===== src/rhc_pkg.sv =====
// Shared types, constants and widths for the RGB to HSV converter.
package rhc_pkg;

  localparam int COMP_BITS   = 8;
  localparam int SAT_NUM_W   = 2 * COMP_BITS;
  localparam int HUE_Q_W     = 10;
  localparam int HUE_NUM_W   = COMP_BITS + HUE_Q_W;
  localparam int HUE_W       = 13;
  localparam int SECTOR_SPAN = 960;
  localparam int TURN_SPAN   = 5760;
  localparam int DIV_STAGES  = (COMP_BITS > HUE_Q_W) ? COMP_BITS : HUE_Q_W;
  localparam int QUEUE_DEPTH = 2;
  localparam int QPTR_W      = (QUEUE_DEPTH > 1) ? $clog2(QUEUE_DEPTH) : 1;
  localparam int QCNT_W      = $clog2(QUEUE_DEPTH + 1);

  typedef enum logic [1:0] {
    SECT_RED,
    SECT_GREEN,
    SECT_BLUE
  } sector_t;

  typedef struct packed {
    logic [COMP_BITS-1:0] red;
    logic [COMP_BITS-1:0] green;
    logic [COMP_BITS-1:0] blue;
  } pixel_t;

  typedef struct packed {
    logic [HUE_W-1:0]     hue;
    logic [COMP_BITS-1:0] saturation;
    logic [COMP_BITS-1:0] brightness;
    logic                 hue_undefined;
  } hsv_t;

  // Classified item handed from the front to the divider pipeline
  typedef struct packed {
    logic [SAT_NUM_W-1:0] sat_num;
    logic [HUE_NUM_W-1:0] hue_num;
    logic [COMP_BITS-1:0] max;
    logic [COMP_BITS-1:0] delta;
    sector_t              sector;
    logic                 neg;
    logic                 undef;
    logic                 black;
  } front_item_t;

  typedef struct packed {
    logic [SAT_NUM_W-1:0] rem_s;
    logic [COMP_BITS-1:0] q_s;
    logic [HUE_NUM_W-1:0] rem_h;
    logic [HUE_Q_W-1:0]   q_h;
    logic [COMP_BITS-1:0] max;
    logic [COMP_BITS-1:0] delta;
    sector_t              sector;
    logic                 neg;
    logic                 undef;
    logic                 black;
  } div_stage_t;

endpackage


===== src/rhc_front.sv =====
// Front end: max/min/delta, sector choice and divider operands, with output register.
module rhc_front (
  input  logic                 clk,
  input  logic                 rst_n,
  input  logic                 in_valid,
  output logic                 in_ready,
  input  rhc_pkg::pixel_t      in_data,
  output logic                 item_valid,
  input  logic                 item_ready,
  output rhc_pkg::front_item_t item_data
);

  logic                         vld_r, vld_nxt;
  rhc_pkg::front_item_t         item_r, item_nxt;
  logic [rhc_pkg::COMP_BITS-1:0] r, g, b, mx, mn, delta, op_a, op_b, absdiff;
  rhc_pkg::sector_t             sector;

  assign r = in_data.red;
  assign g = in_data.green;
  assign b = in_data.blue;

  always_comb begin
    mx = (r > g) ? r : g;
    mn = (r < g) ? r : g;
    if (b > mx) mx = b;
    if (b < mn) mn = b;
    delta = mx - mn;

    // ties go to red, then green
    priority if (r >= mx) begin
      sector = rhc_pkg::SECT_RED;
      op_a   = g;
      op_b   = b;
    end else if (g >= mx) begin
      sector = rhc_pkg::SECT_GREEN;
      op_a   = b;
      op_b   = r;
    end else begin
      sector = rhc_pkg::SECT_BLUE;
      op_a   = r;
      op_b   = g;
    end
    absdiff = (op_a < op_b) ? (op_b - op_a) : (op_a - op_b);

    item_nxt.max    = mx;
    item_nxt.delta  = delta;
    item_nxt.sector = sector;
    item_nxt.neg    = (op_a < op_b);
    item_nxt.black  = (mx == '0);
    item_nxt.undef  = (delta == '0);
    // delta * (2^N - 1) and |diff| * 960 as shifts and subtracts
    item_nxt.sat_num = (rhc_pkg::SAT_NUM_W'(delta) << rhc_pkg::COMP_BITS)
                     - rhc_pkg::SAT_NUM_W'(delta);
    item_nxt.hue_num = (rhc_pkg::HUE_NUM_W'(absdiff) << 10)
                     - (rhc_pkg::HUE_NUM_W'(absdiff) << 6);
  end

  assign in_ready = !vld_r || item_ready;
  assign vld_nxt  = in_ready ? in_valid : vld_r;

  always_ff @(posedge clk) begin
    if (!rst_n) begin
      vld_r <= 1'b0;
    end else begin
      vld_r <= vld_nxt;
    end
  end

  always_ff @(posedge clk) begin
    if (in_ready && in_valid) begin
      item_r <= item_nxt;
    end
  end

  assign item_valid = vld_r;
  assign item_data  = item_r;

endmodule


===== src/rhc_queue.sv =====
// Short flip-flop queue between the front end and the divider pipeline.
module rhc_queue (
  input  logic                 clk,
  input  logic                 rst_n,
  input  logic                 push_valid,
  output logic                 push_ready,
  input  rhc_pkg::front_item_t push_data,
  output logic                 pop_valid,
  input  logic                 pop_ready,
  output rhc_pkg::front_item_t pop_data
);

  rhc_pkg::front_item_t        entry_r [rhc_pkg::QUEUE_DEPTH];
  logic [rhc_pkg::QPTR_W-1:0]  wr_ptr_r, wr_ptr_nxt, rd_ptr_r, rd_ptr_nxt;
  logic [rhc_pkg::QCNT_W-1:0]  count_r, count_nxt;
  logic                        push, pop;

  function automatic logic [rhc_pkg::QPTR_W-1:0] ptr_inc(
    input logic [rhc_pkg::QPTR_W-1:0] p
  );
    if (p == rhc_pkg::QPTR_W'(rhc_pkg::QUEUE_DEPTH - 1)) begin
      return '0;
    end
    return p + 1'b1;
  endfunction

  assign push_ready = (count_r != rhc_pkg::QCNT_W'(rhc_pkg::QUEUE_DEPTH));
  assign pop_valid  = (count_r != '0);
  assign push       = push_valid && push_ready;
  assign pop        = pop_valid && pop_ready;
  assign pop_data   = entry_r[rd_ptr_r];

  always_comb begin
    wr_ptr_nxt = push ? ptr_inc(wr_ptr_r) : wr_ptr_r;
    rd_ptr_nxt = pop ? ptr_inc(rd_ptr_r) : rd_ptr_r;
    count_nxt  = count_r;
    if (push && !pop) count_nxt = count_r + 1'b1;
    if (pop && !push) count_nxt = count_r - 1'b1;
  end

  always_ff @(posedge clk) begin
    if (!rst_n) begin
      wr_ptr_r <= '0;
      rd_ptr_r <= '0;
      count_r  <= '0;
    end else begin
      wr_ptr_r <= wr_ptr_nxt;
      rd_ptr_r <= rd_ptr_nxt;
      count_r  <= count_nxt;
    end
  end

  always_ff @(posedge clk) begin
    if (push) begin
      entry_r[wr_ptr_r] <= push_data;
    end
  end

`ifndef NO_ASSERTIONS
  a_count_bound: assert property (@(posedge clk) disable iff (!rst_n)
    count_r <= rhc_pkg::QCNT_W'(rhc_pkg::QUEUE_DEPTH))
    else $error("queue count beyond depth");
  a_count_track: assert property (@(posedge clk) disable iff (!rst_n)
    (push && !pop) |=> (count_r == $past(count_r) + 1'b1))
    else $error("queue count missed a push");
  a_ptr_gap: assert property (@(posedge clk) disable iff (!rst_n)
    (count_r == '0) |-> (wr_ptr_r == rd_ptr_r))
    else $error("empty queue with pointers apart");
`endif

endmodule


===== src/rhc_back.sv =====
// Back end: bit-per-stage dividers for saturation and hue, then result register.
module rhc_back (
  input  logic                 clk,
  input  logic                 rst_n,
  input  logic                 item_valid,
  output logic                 item_ready,
  input  rhc_pkg::front_item_t item_data,
  output logic                 out_valid,
  input  logic                 out_ready,
  output rhc_pkg::hsv_t        out_data
);

  localparam int NS = rhc_pkg::DIV_STAGES;

  rhc_pkg::div_stage_t stage_r  [NS];
  logic                stg_vld_r [NS];
  rhc_pkg::div_stage_t step_in  [NS];
  rhc_pkg::div_stage_t step_out [NS];
  logic                out_valid_r;
  rhc_pkg::hsv_t       out_data_r, out_data_nxt;
  logic                advance;

  // whole pipeline moves together whenever the result register can take an item
  assign advance    = !out_valid_r || out_ready;
  assign item_ready = advance;

  always_comb begin
    step_in[0].rem_s  = item_data.sat_num;
    step_in[0].q_s    = '0;
    step_in[0].rem_h  = item_data.hue_num;
    step_in[0].q_h    = '0;
    step_in[0].max    = item_data.max;
    step_in[0].delta  = item_data.delta;
    step_in[0].sector = item_data.sector;
    step_in[0].neg    = item_data.neg;
    step_in[0].undef  = item_data.undef;
    step_in[0].black  = item_data.black;
  end

  for (genvar k = 0; k < NS; k++) begin : g_stage
    logic [rhc_pkg::HUE_NUM_W-1:0] h_rem;
    logic [rhc_pkg::HUE_Q_W-1:0]   h_q;
    logic [rhc_pkg::SAT_NUM_W-1:0] s_rem;
    logic [rhc_pkg::COMP_BITS-1:0] s_q;

    if (k > 0) begin : g_link
      assign step_in[k] = stage_r[k-1];
    end

    if (k < rhc_pkg::HUE_Q_W) begin : g_hue
      localparam int HB = rhc_pkg::HUE_Q_W - 1 - k;
      logic [rhc_pkg::HUE_NUM_W-1:0] h_div;
      always_comb begin
        h_div = rhc_pkg::HUE_NUM_W'(step_in[k].delta) << HB;
        h_q   = step_in[k].q_h;
        if (step_in[k].rem_h >= h_div) begin
          h_rem  = step_in[k].rem_h - h_div;
          h_q[HB] = 1'b1;
        end else begin
          h_rem = step_in[k].rem_h;
        end
      end
    end else begin : g_hue_pass
      assign h_rem = step_in[k].rem_h;
      assign h_q   = step_in[k].q_h;
    end

    if (k < rhc_pkg::COMP_BITS) begin : g_sat
      localparam int SB = rhc_pkg::COMP_BITS - 1 - k;
      logic [rhc_pkg::SAT_NUM_W-1:0] s_div;
      always_comb begin
        s_div = rhc_pkg::SAT_NUM_W'(step_in[k].max) << SB;
        s_q   = step_in[k].q_s;
        if (step_in[k].rem_s >= s_div) begin
          s_rem   = step_in[k].rem_s - s_div;
          s_q[SB] = 1'b1;
        end else begin
          s_rem = step_in[k].rem_s;
        end
      end
    end else begin : g_sat_pass
      assign s_rem = step_in[k].rem_s;
      assign s_q   = step_in[k].q_s;
    end

    always_comb begin
      step_out[k]       = step_in[k];
      step_out[k].rem_h = h_rem;
      step_out[k].q_h   = h_q;
      step_out[k].rem_s = s_rem;
      step_out[k].q_s   = s_q;
    end

    always_ff @(posedge clk) begin
      if (!rst_n) begin
        stg_vld_r[k] <= 1'b0;
      end else if (advance) begin
        stg_vld_r[k] <= (k == 0) ? item_valid : stg_vld_r[(k == 0) ? 0 : k-1];
      end
    end

    always_ff @(posedge clk) begin
      if (advance) begin
        stage_r[k] <= step_out[k];
      end
    end
  end

  // Final hue: sector base plus or minus the offset, negative wraps by a full turn
  always_comb begin
    rhc_pkg::div_stage_t           last;
    logic [rhc_pkg::HUE_W-1:0]     ofs;
    logic [rhc_pkg::HUE_W-1:0]     hue;
    last = stage_r[NS-1];
    ofs  = rhc_pkg::HUE_W'(last.q_h);
    unique case (last.sector)
      rhc_pkg::SECT_RED: begin
        if (last.neg && ofs != '0) begin
          hue = rhc_pkg::HUE_W'(rhc_pkg::TURN_SPAN) - ofs;
        end else begin
          hue = ofs;
        end
      end
      rhc_pkg::SECT_GREEN: begin
        hue = last.neg ? rhc_pkg::HUE_W'(2 * rhc_pkg::SECTOR_SPAN) - ofs
                       : rhc_pkg::HUE_W'(2 * rhc_pkg::SECTOR_SPAN) + ofs;
      end
      rhc_pkg::SECT_BLUE: begin
        hue = last.neg ? rhc_pkg::HUE_W'(4 * rhc_pkg::SECTOR_SPAN) - ofs
                       : rhc_pkg::HUE_W'(4 * rhc_pkg::SECTOR_SPAN) + ofs;
      end
      default: begin
        hue = '0;
      end
    endcase
    out_data_nxt.hue           = last.undef ? '0 : hue;
    out_data_nxt.saturation    = last.black ? '0 : last.q_s;
    out_data_nxt.brightness    = last.max;
    out_data_nxt.hue_undefined = last.undef;
  end

  always_ff @(posedge clk) begin
    if (!rst_n) begin
      out_valid_r <= 1'b0;
    end else if (advance) begin
      out_valid_r <= stg_vld_r[NS-1];
    end
  end

  always_ff @(posedge clk) begin
    if (advance) begin
      out_data_r <= out_data_nxt;
    end
  end

  assign out_valid = out_valid_r;
  assign out_data  = out_data_r;

`ifndef NO_ASSERTIONS
  a_hue_range: assert property (@(posedge clk) disable iff (!rst_n)
    out_valid_r |-> (out_data_r.hue < rhc_pkg::HUE_W'(rhc_pkg::TURN_SPAN)))
    else $error("hue out of range");
  a_undef_zero: assert property (@(posedge clk) disable iff (!rst_n)
    (out_valid_r && out_data_r.hue_undefined) |->
      (out_data_r.hue == '0 && out_data_r.saturation == '0))
    else $error("undefined hue with nonzero hue or saturation");
  a_black_undef: assert property (@(posedge clk) disable iff (!rst_n)
    (out_valid_r && out_data_r.brightness == '0) |-> out_data_r.hue_undefined)
    else $error("black pixel without undefined flag");
  a_sat_bound: assert property (@(posedge clk) disable iff (!rst_n)
    out_valid_r |-> (out_data_r.saturation <= out_data_r.brightness
                     || out_data_r.brightness != '0))
    else $error("saturation on a black pixel");
`endif

endmodule


===== src/rgb_to_hsv_convert_unit.sv =====
// Top level of the RGB to HSV converter: front end, queue and divider pipeline.
//
//   channel | direction | handshake             | payload
//   in_     | input     | in_valid / in_ready   | rhc_pkg::pixel_t (red, green, blue)
//   out_    | output    | out_valid / out_ready | rhc_pkg::hsv_t (hue, saturation, ...)
//
// One item per clock sustained while the output does not stall. An accepted
// item passes the front register, the queue, the divider stages and the result
// register. Two restoring dividers, one quotient bit per stage, 10 stages for hue.
// rst_n is synchronous and clears all valid flags and queue pointers.
// A stalled output holds the divider pipeline; the two-entry queue and the front
// register keep taking items until both are full.
module rgb_to_hsv_convert_unit (
  input  logic            clk,
  input  logic            rst_n,
  input  logic            in_valid,
  output logic            in_ready,
  input  rhc_pkg::pixel_t in_data,
  output logic            out_valid,
  input  logic            out_ready,
  output rhc_pkg::hsv_t   out_data
);

  logic                 f_valid, f_ready;
  rhc_pkg::front_item_t f_data;
  logic                 q_valid, q_ready;
  rhc_pkg::front_item_t q_data;

  rhc_front u_front (
    .clk        (clk),
    .rst_n      (rst_n),
    .in_valid   (in_valid),
    .in_ready   (in_ready),
    .in_data    (in_data),
    .item_valid (f_valid),
    .item_ready (f_ready),
    .item_data  (f_data)
  );

  rhc_queue u_queue (
    .clk        (clk),
    .rst_n      (rst_n),
    .push_valid (f_valid),
    .push_ready (f_ready),
    .push_data  (f_data),
    .pop_valid  (q_valid),
    .pop_ready  (q_ready),
    .pop_data   (q_data)
  );

  rhc_back u_back (
    .clk        (clk),
    .rst_n      (rst_n),
    .item_valid (q_valid),
    .item_ready (q_ready),
    .item_data  (q_data),
    .out_valid  (out_valid),
    .out_ready  (out_ready),
    .out_data   (out_data)
  );

endmodule


===== config.mk =====
export PLATFORM = sky130hd
export DESIGN_NAME = rgb_to_hsv_convert_unit
export DESIGN_NICKNAME = d
export VERILOG_FILES = /design/src/rhc_pkg.sv /design/src/rhc_front.sv /design/src/rhc_queue.sv /design/src/rhc_back.sv /design/src/rgb_to_hsv_convert_unit.sv
export SDC_FILE = /design/constraint.sdc
export NUM_CORES = 1
export LEC_CHECK = 0
export ABC_CLOCK_PERIOD_IN_PS = 20800
export BUFFER_PORTS_ARGS = -buffer_cell sky130_fd_sc_hd__buf_2
export CORE_MARGIN = 3
export CORE_UTILIZATION = 55
export CTS_CLUSTER_SIZE = 28
export DETAILED_ROUTE_END_ITERATION = 10
export PLACE_DENSITY = 0.71
export SKIP_LAST_GASP = 1
export SLEW_MARGIN = 20
export SYNTH_ARGS = -nofsm -noshare
export SYNTH_HDL_FRONTEND = slang
export SYNTH_SLANG_ARGS = --single-unit
export TNS_END_PERCENT = 1

===== constraint.sdc =====
create_clock -name clk -period 20.8 [get_ports clk]
set_clock_uncertainty 0.05 [all_clocks]
set_input_delay 3.12 -clock clk [delete_from_list [all_inputs] [get_ports clk]]
set_output_delay 3.12 -clock clk [all_outputs]
set_load 0.01 [all_outputs]

# After elaboration in Yosys (flattened, before gate mapping)
# Memories as Yosys holds them, arrays and structs flattened. A register that Yosys moved wholly into a read port is not among the register bits.
# Cells that the tools add are included.
[op_classes] n_bitwise=10 n_lt_le_gt_ge=25 div=0 n_mux=77 shifts=0 mul=0 addsub=32 eq_ne=3 reduce_logical=19
[op_table] cell="2-to-1 mux 18 bit" n=10
[op_table] cell="2-to-1 mux 16 bit" n=8
[op_table] cell="2-to-1 mux 8 bit" n=9
[op_table] cell="2-to-1 mux 1 bit" n=43
[op_table] cell="2-to-1 mux 13 bit" n=3
[op_table] cell="one-hot mux 13 bit (3 select lines)" n=1
[op_table] cell="subtractor 18 x 14 -> 18 bit" n=2
[op_table] cell="subtractor 16 x 8 -> 16 bit" n=2
[op_table] cell="< comparator 8 bit" n=3
[op_table] cell="subtractor 8 bit" n=3
[op_table] cell="greater-or-equal comparator 18 x 10 -> 1 bit" n=1
[op_table] cell="greater-or-equal comparator 18 x 11 -> 1 bit" n=1
[op_table] cell="greater-or-equal comparator 18 x 12 -> 1 bit" n=1
[op_table] cell="greater-or-equal comparator 18 x 13 -> 1 bit" n=1
[op_table] cell="greater-or-equal comparator 18 x 14 -> 1 bit" n=1
[op_table] cell="greater-or-equal comparator 18 x 15 -> 1 bit" n=1
[op_table] cell="greater-or-equal comparator 18 x 16 -> 1 bit" n=1
[op_table] cell="greater-or-equal comparator 18 x 17 -> 1 bit" n=1
[op_table] cell="greater-or-equal comparator 18 x 8 -> 1 bit" n=1
[op_table] cell="greater-or-equal comparator 18 x 9 -> 1 bit" n=1
[op_table] cell="subtractor 18 x 10 -> 18 bit" n=1
[op_table] cell="subtractor 18 x 11 -> 18 bit" n=1
[op_table] cell="subtractor 18 x 12 -> 18 bit" n=1
[op_table] cell="subtractor 18 x 13 -> 18 bit" n=1
[op_table] cell="other kinds (42)" n=68
[totals] latch_bits=0 mem_bits_rw=850 reg_bits=90 out_inout_bits=32 memories=3 in_bits=28 romBits=0 elab_cells=185
[memory_table] name="u_back.stage_r" depth=10 width=73 rd=10 rd_ports_with_merged_regs=0 write_ports=10 line_no="rhc_back.sv:15" rtl="rhc_pkg::div_stage_t stage_r [NS];"
[memory_table] name="u_queue.entry_r" depth=2 width=55 rd=1 rd_ports_with_merged_regs=1 write_ports=1 line_no="rhc_queue.sv:13" rtl="rhc_pkg::front_item_t entry_r [rhc_pkg::QUEUE_DEPTH];"
[memory_table] name="u_back.stg_vld_r" depth=10 width=1 rd=10 rd_ports_with_merged_regs=1 write_ports=10 line_no="rhc_back.sv:16" rtl="logic stg_vld_r [NS];"

# Longest topological paths before layout
# Gate-level depths: netlist of run 1.
[logic_depth] ltp_word=10 ltp_mapped=53 mapped_depth_nobuf=49

# By module
# From an unflattened synthesis of run 1, not the netlist that was laid out.
[hier_totals] cells_unflattened=2960 area_unflattened_um2=38170.4
[modules_own_cells] module="rhc_back" seq_area_each_um2=18718.0 area_each_um2=28800.1 cells_per_inst=2151 instances=1
[modules_own_cells] module="rhc_front" seq_area_each_um2=1461.4 area_each_um2=5182.5 cells_per_inst=614 instances=1
[modules_own_cells] module="rhc_queue" seq_area_each_um2=3403.3 area_each_um2=4187.8 cells_per_inst=195 instances=1

# Least setup slack after synthesis of run 1
# No wires, ideal clock.
[synth_timing] path_kind="input port to flip-flop" start="in out_ready" end="mem u_back.stg_vld_r[1] (data pin)" n_path_buf=0 required_time_ns=20.382 stages=3 setup_ns=0.368 t_arrival_ns=17.903 slack_ns=2.479 path_cell_list="nor2b_1 > clkinv_1 > and3_1"
[synth_rtl] element="start, declared" line_no="rgb_to_hsv_convert_unit.sv:20" rtl="input logic out_ready,"
[synth_rtl] element="end, declared" line_no="rhc_back.sv:16"

==> run summary, run 1 <==
Status -> completed
Final Hold Vio Count -> 0
# Post-CTS Setup Buffers -> 0
Skew-Pair Late Insertion Delay -> 0.59 ns
Post-CTS resize count -> 0
Least-Margin Pin Slew -> 1.03 ns
Syn Nets -> 3002
CTS tree -> built
Initial DRC count -> 1214
Post-Syn Instances -> 2742
Warnings from Yosys -> 0
F_max -> 75.4 MHz
Die W -> 259 um
Post-DP HPWL -> 44.5 mm
Grt ovf -> 0
CTS clock-pin slew for the worst setup and hold paths -> 0.06 ns
Antenna Cells -> 0
Final setup viols -> 0
Worst vdd ir -> 0.240 mV
Rows -> 91
Ys async rst share -> 0%
Post-synth top flop -> edfxtp_1
Power Total -> 6.68 mW
CP Max Fanout -> 21
Layout cells sized above 1 -> 9.10%
Sw power -> 2.28 mW
All-Layer GR Usage -> 18.9%
Seq cells post-synth -> 728
Net Sw Frac -> 34.1%
Total internal power -> 4.40 mW
Max stage delay on crit path -> 0.72 ns
Root Buffer -> clkbuf_16
Fin nets -> 3100
Initial antenna violation count -> 0
CTS Hold Bufs -> 0
CP Capture Type -> flip-flop
Static Leakage -> 15.6 nW
H-tree depth -> 3
Cell accounting for the most synthesized area -> edfxtp_1
CP max-delay cell -> nor4_1
Max-cap violations -> 0
RSZ-0062 raised after global routing -> false
Post-synth top area share -> 61.6%
Largest net degree at the start of global routing -> 198
Reg power frac -> 40.1%
CP dominant cell by count -> o21ai_0
DR vias/cell -> 5.47
Mapped Avg Cell Area -> 12.8 sq um
First-pass GRT wire length -> 101 mm
TritonRoute pass-1 iters -> 6
Core area -> 62400 sq um
Area contributors post-synth -> edfxtp_1 (62%), ha_1 (7.6%), inv_1 (2.8%)
CP arrival -> 13.54 ns
Combinational Power Share -> 39.7%
Die Y -> 259 um
PortBufs -> 59
CTS sink cnt -> 728
Post-route clock period utilization -> 63.8%
Starting Density -> 56.3%
# IOs -> 60
DRC Markers -> 0
Library cells used by synthesis -> 88
CP Class -> in2reg
Antenna violation net count after detailed routing -> 0
Die Area -> 66900 sq um
Required @ worst endpoint -> 21.08 ns
Layout overhead on the synthesized area -> 10.8%
Final min period -> 13.27 ns
Hold Path Class -> reg2reg
Synthesized cell area -> 35100 sq um
Register area share after synthesis -> 62.0%
Vias -> 20400
FILL cells -> 4691
Slew HR -> 31.2%
Nature of the critical path startpoint -> input port
Routability cong. -> 0.866
Power Density -> 172 nW/um^2
Post-route worst setup slack -> 7.53 ns
Fin cells -> 3728
Clock group share of total power -> 20.2%
Mean routed wirelength per cell -> 16.6 um
CTS Buffer Depth -> 3
Final wirelength -> 61.8 mm
Num CTS Buffers -> 74
Total Neg Setup Slack -> 0 ns
DP Worst Slack -> 6.62 ns
DP Cell Count -> 3601
Max Transition Viols Final -> 0
Vias in the first global route -> 21100
Number of synthesized flops with an enable pin -> 720
[sequential cells by signal, indices dropped and copies added (netlist names), named ones only]
signal / count
u_back.stage_r: 537
u_queue.entry_r: 96
u_front.item_data: 48
u_back.out_data: 30
u_back.stg_vld_r: 10
u_queue.count_r: 2
u_back.out_valid: 1
u_front.item_valid: 1
u_queue.rd_ptr_r: 1
u_queue.wr_ptr_r: 1
[critical path, delay by kind of cell]
family,cells,cell delay [ns]
buffers and inverters,4,0.75
muxes,1,0.30
and+or+nand+nor,17,3.92
adders and majority gates,5,1.63
AOI/OAI and AO/OA,17,3.42
xor gates and xnor gates,2,0.40
[layout make-up]
cell class,count,area (sq um),share of cell area [%]
Sequential cell,728,21800,56.0
Clock inverter,37,533,1.37
Tap cell,837,1050,2.69
Inverter,265,1000,2.58
Clock buffer,90,1960,5.05
Multi-Input combinational cell,1702,12200,31.3
Timing Repair Buffer,69,387,0.994
[Yosys cell counts, drive strengths merged, types with 3 or more instances]
library cell and instances:
and3 19, or2 10, clkbuf 36, mux2i 43
xnor2 97, nand4b 4, nand4 30, o31a 4
o21ai 146, xor2 69, a31o 5, a211o 5
clkinv 3, nand2b 62, nand3b 4, a2111o 3
buf 11, o31ai 20, a21o 74, ha 214
a221oi 3, dfxtp 8, nor3 38, o21bai 6
nor2 208, nor2b 49, or4 9, o41ai 4
a31oi 18, mux2 39, a21oi 177, and2 30
edfxtp 720, nand3 31, nor4 35, nand2 145
a21boi 7, fa 18, o21a 17, a211oi 13
or3 12, inv 262, o211ai 4, nor3b 3
[kinds of logic after synthesis]
logic type / synth area share, %
flip-flops: 62.0
AND/OR/NAND/NOR: 9.85
AO/OA/AOI/OAI: 9.39
buffers and inverters: 3.34
adder cells (fa/ha/maj): 8.72
XOR/XNOR: 4.16
multiplexers: 2.49
[through the flow]
step	utilization (%)	instance area, sq um	hold WS [ns]
after floorplan	-	35100	0.350
after global placement	58.3	36400	0.350
after detailed placement	58.3	36400	0.355
after CTS	62.3	38900	0.364
after global routing	62.3	38900	0.370
final	62.3	38900	0.362
[power groups by stage]
stage | clock (mW) | combinational, mW | sequential [mW]
detailed placement | 0 | 2.62 | 2.71
global placement | 0 | 2.52 | 2.68
global route | 1.45 | 2.97 | 2.74
CTS | 1.39 | 2.65 | 2.68
finish | 1.35 | 2.65 | 2.68
floorplan | 0 | 2.08 | 2.61
[final timing paths]
| path | start | endpoint | slack [ns] | depth (start not counted) |
|---|---|---|---|---|
| setup / recovery | in_data[13] | u_front.item_data[38]$_DFFE_PP_ | 7.53 | 46 |
| hold / removal | u_back.stage_r[7][24]$_DFFE_PN_ | u_back.stage_r[8][24]$_DFFE_PN_ | 0.36 | 0 |
| setup reg to reg | flip-flop | u_back.stage_r[0][66]$_DFFE_PN_ | 16.47 | 16 |
| hold reg to reg | u_back.stage_r[7][24]$_DFFE_PN_ | u_back.stage_r[8][24]$_DFFE_PN_ | 0.36 | 0 |
[cell usage in the layout, fill, tap and decap left out, types with 7 or more instances in the layout]
master / n
or2_2: 7
nand2_1: 144
or4_1: 9
bufinv_16: 13
buf_2: 59
nand2b_1: 62
mux2_2: 38
dfxtp_1: 7
clkbuf_1: 12
edfxtp_1: 720
clkinv_1: 13
o21a_1: 17
clkbuf_16: 75
buf_4: 8
and2_1: 29
a31oi_1: 16
nor3_1: 37
nor2_1: 204
nor4_1: 33
or3_1: 12
a21boi_0: 7
fa_1: 18
a211oi_1: 10
clkinv_2: 7
nand3_1: 29
a21o_1: 74
and3_1: 18
mux2i_1: 43
xor2_1: 68
a21oi_1: 173
inv_1: 261
xnor2_1: 97
nand4_1: 29
o21ai_0: 134
o21ai_1: 11
o31ai_1: 20
nor2b_1: 48
ha_1: 214
[routing by layer]
layer,global-route usage [%],routed length [um]
met1,20.3,24000
met2,36.3,33300
met3,2.94,2190
met4,8.35,2300
met5,0,0
Note: power is estimated with default switching activity, not from simulation.
==> run 2: changes to the inputs <==
Settings changed: ABC_CLOCK_PERIOD_IN_PS 20800 to 11470, PLACE_DENSITY 0.71 to 0.74.
Clock period 20.8 ns to 11.47 ns, I/O delays scaled along.
==> run summary, run 2 (synthesis gave the netlist of run 1 again) <==
Worst R2R End -> u_back.stage_r[0][67]$_DFFE_PN_ (was u_back.stage_r[0][66]$_DFFE_PN_)
Die W -> 259 um (unchanged)
CP Launch Point -> in_data[16] (was in_data[13])
Most frequent cells in the layout -> edfxtp_1 (720), inv_1 (261), ha_1 (214) (unchanged)
Slew HR -> 27.2% (was 31.2%)
Layout cells sized above 1 -> 9.82% (was 9.10%)
CP Max Fanout -> 16 (was 21)
Biggest register -> u_back.stage_r (unchanged)
Core area -> 62400 sq um (unchanged)
DRC Markers -> 0 (unchanged)
Total internal power -> 7.91 mW (was 4.40 mW)
Grt ovf -> 0 (unchanged)
CP arrival -> 10.67 ns (was 13.54 ns)
Max Transition Viols Final -> 0 (unchanged)
Static Leakage -> 15.6 nW (about the same)
Combinational Power Share -> 41.0% (was 39.7%)
Sw power -> 4.15 mW (was 2.28 mW)
R2r setup slk -> 7.07 ns (was 16.47 ns)
# Post-CTS Setup Buffers -> 0 (unchanged)
Antenna Cells -> 0 (unchanged)
Post-route clock period utilization -> 90.5%
Net Sw Frac -> 34.4% (was 34.1%)
Hold Path Class -> reg2reg (unchanged)
Final Hold Vio Count -> 0 (unchanged)
Initial antenna violation count -> 0 (unchanged)
Initial DRC count -> 1268 (was 1214)
Skew-Pair Late Insertion Delay -> 0.61 ns (was 0.59 ns)
Antenna violation net count after detailed routing -> 0 (unchanged)
Starting Density -> 56.3% (unchanged)
CP Capture Point -> u_front.item_data[38]$_DFFE_PP_ (unchanged)
Die Y -> 259 um (unchanged)
Commonest non-fill, non-tap cell in the layout -> edfxtp_1 (unchanged)
Fin cells -> 3761 (was 3728)
FILL cells -> 4665 (was 4691)
Area occupied by registers -> 21800 sq um (unchanged)
Finished Core Util -> 62.4% (was 62.3%)
CTS Buffer Depth -> 3 (unchanged)
Reg2Reg Depth -> 16 (unchanged)
CP max-delay cell -> a211o_2 (was nor4_1)
Largest net degree at the start of global routing -> 205 (was 198)
CP Class -> in2reg (unchanged)
H-tree depth -> 3 (unchanged)
Max stage delay on crit path -> 0.34 ns (was 0.72 ns)
Largest register FFs -> 537 (unchanged)
TritonRoute pass-1 iters -> 5 (was 6)
# IOs -> 60 (unchanged)
Die Area -> 66900 sq um (unchanged)
First-pass GRT wire length -> 99.8 mm (was 101 mm)
Root Buffer -> clkbuf_16 (unchanged)
F_max -> 96.4 MHz
Final wirelength -> 60.9 mm (was 61.8 mm)
Rows -> 91 (unchanged)
Num CTS Buffers -> 75 (was 74)
Post-CTS resize count -> 0 (unchanged)
Reg power frac -> 40.2% (was 40.1%)
PortBufs -> 59 (unchanged)
Routability cong. -> 0.858 (was 0.866)
Total Neg Setup Slack -> 0 ns (unchanged)
RSZ-0062 raised after global routing -> false (unchanged)
Power Density -> 310 nW/um^2 (was 172 nW/um^2)
DP Cell Count -> 3626 (was 3601)
CTS tree -> built (unchanged)
CTS Hold Bufs -> 0 (unchanged)
CTS clock-pin slew for the worst setup and hold paths -> 0.06 ns (about the same)
Final min period -> 10.38 ns
CP Capture Type -> flip-flop (unchanged)
Status -> completed (unchanged)
CP dominant cell by count -> o21ai_0 (unchanged)
Required @ worst endpoint -> 11.76 ns (was 21.08 ns)
Vias -> 20600 (was 20400)
Worst vdd ir -> 0.223 mV (was 0.240 mV)
DR vias/cell -> 5.47 (about the same)
Post-DP HPWL -> 43.7 mm (was 44.5 mm)
Final setup viols -> 0 (unchanged)
Layout overhead on the synthesized area -> 10.9% (was 10.8%)
All-Layer GR Usage -> 18.3% (was 18.9%)
Fin nets -> 3126 (was 3100)
Clock group share of total power -> 18.8% (was 20.2%)
Vias in the first global route -> 21100 (about the same)
Mean routed wirelength per cell -> 16.2 um (was 16.6 um)
Least-Margin Pin Slew -> 1.09 ns (was 1.03 ns)
Multi-input logic area -> 12200 sq um (about the same)
Nature of the critical path startpoint -> input port (unchanged)
CTS sink cnt -> 728 (unchanged)
Max-cap violations -> 0 (unchanged)
## run 2: cell types whose count changed in the layout (fill, tap and decap cells not counted), sizes merged
cell and delta:
buf +25, bufinv -10, clkbuf +3, clkinv +9, clkinvlp +2, inv +4
## run 2: layer usage
layer  share of wire, %  vias to the layer above  wire length, um  global-route usage (%)
li1                   -                    10200                -                       -
met1                 39                     9840            23600                    19.8
met2                 54                      381            33100                    35.4
met3                3.3                      131             2020                    2.70
met4                3.5                        0             2140                    7.99
met5                  0                        -                0                       0
## run 2: power by group through the flow
stage,logic (mW),clock network (mW),registers (mW)
after floorplan,3.77,0,4.73
after global placement,4.71,0,4.84
after detailed placement,4.92,0,4.89
after CTS,4.96,2.33,4.85
after global routing,5.57,2.44,4.95
final,4.94,2.27,4.85
## run 2: metrics by stage
| stage | worst slack [ns] | instance area [sq um] | power, mW | hold WS, ns |
|---|---|---|---|---|
| floorplan | 0.838 | 35100 | 8.51 | 0.350 |
| global placement | 0.767 | 36600 | 9.55 | 0.350 |
| detailed placement | 0.492 | 36600 | 9.82 | 0.355 |
| CTS | 1.14 | 38900 | 12.1 | 0.362 |
| global route | 0.293 | 38900 | 13.0 | 0.364 |
| finish | 1.09 | 38900 | 12.1 | 0.363 |
## run 2: worst max-delay path: cells and delay by family
family          cells  cell delay, ns
fa+ha+maj           5            1.47
mux                 1            0.24
simple gates       11            1.41
xor+xnor            2            0.39
compound gates     21            4.01
buf+inv             9            1.41
## run 2: how the worst min path moves through the flow
stage	start	end	slack (ns)	cells past startpoint
2_1_floorplan	u_back.stage_r[9][13]$_DFFE_PN_	u_back.out_data[1]$_DFFE_PN_	0.35	0
3_3_place_gp	u_back.stage_r[8][22]$_DFFE_PN_	u_back.stage_r[9][22]$_DFFE_PN_	0.35	0
3_5_place_dp	u_back.stage_r[0][0]$_DFFE_PN_	u_back.stage_r[1][0]$_DFFE_PN_	0.35	0
4_1_cts	u_back.stage_r[3][53]$_DFFE_PN_	u_back.stage_r[4][53]$_DFFE_PN_	0.36	0
5_1_grt	u_back.stage_r[2][1]$_DFFE_PN_	u_back.stage_r[3][1]$_DFFE_PN_	0.36	0
6_report	u_back.stage_r[3][53]$_DFFE_PN_	u_back.stage_r[4][53]$_DFFE_PN_	0.36	0
## run 2: cell type report
cell class,instances,area share (%)
sequential,728,56.0
multi-input combinational,1702,31.3
clock buffer,93,5.13
tap,837,2.69
inverter,265,2.60
timing repair buffer,94,1.47
clock inverter,42,0.836
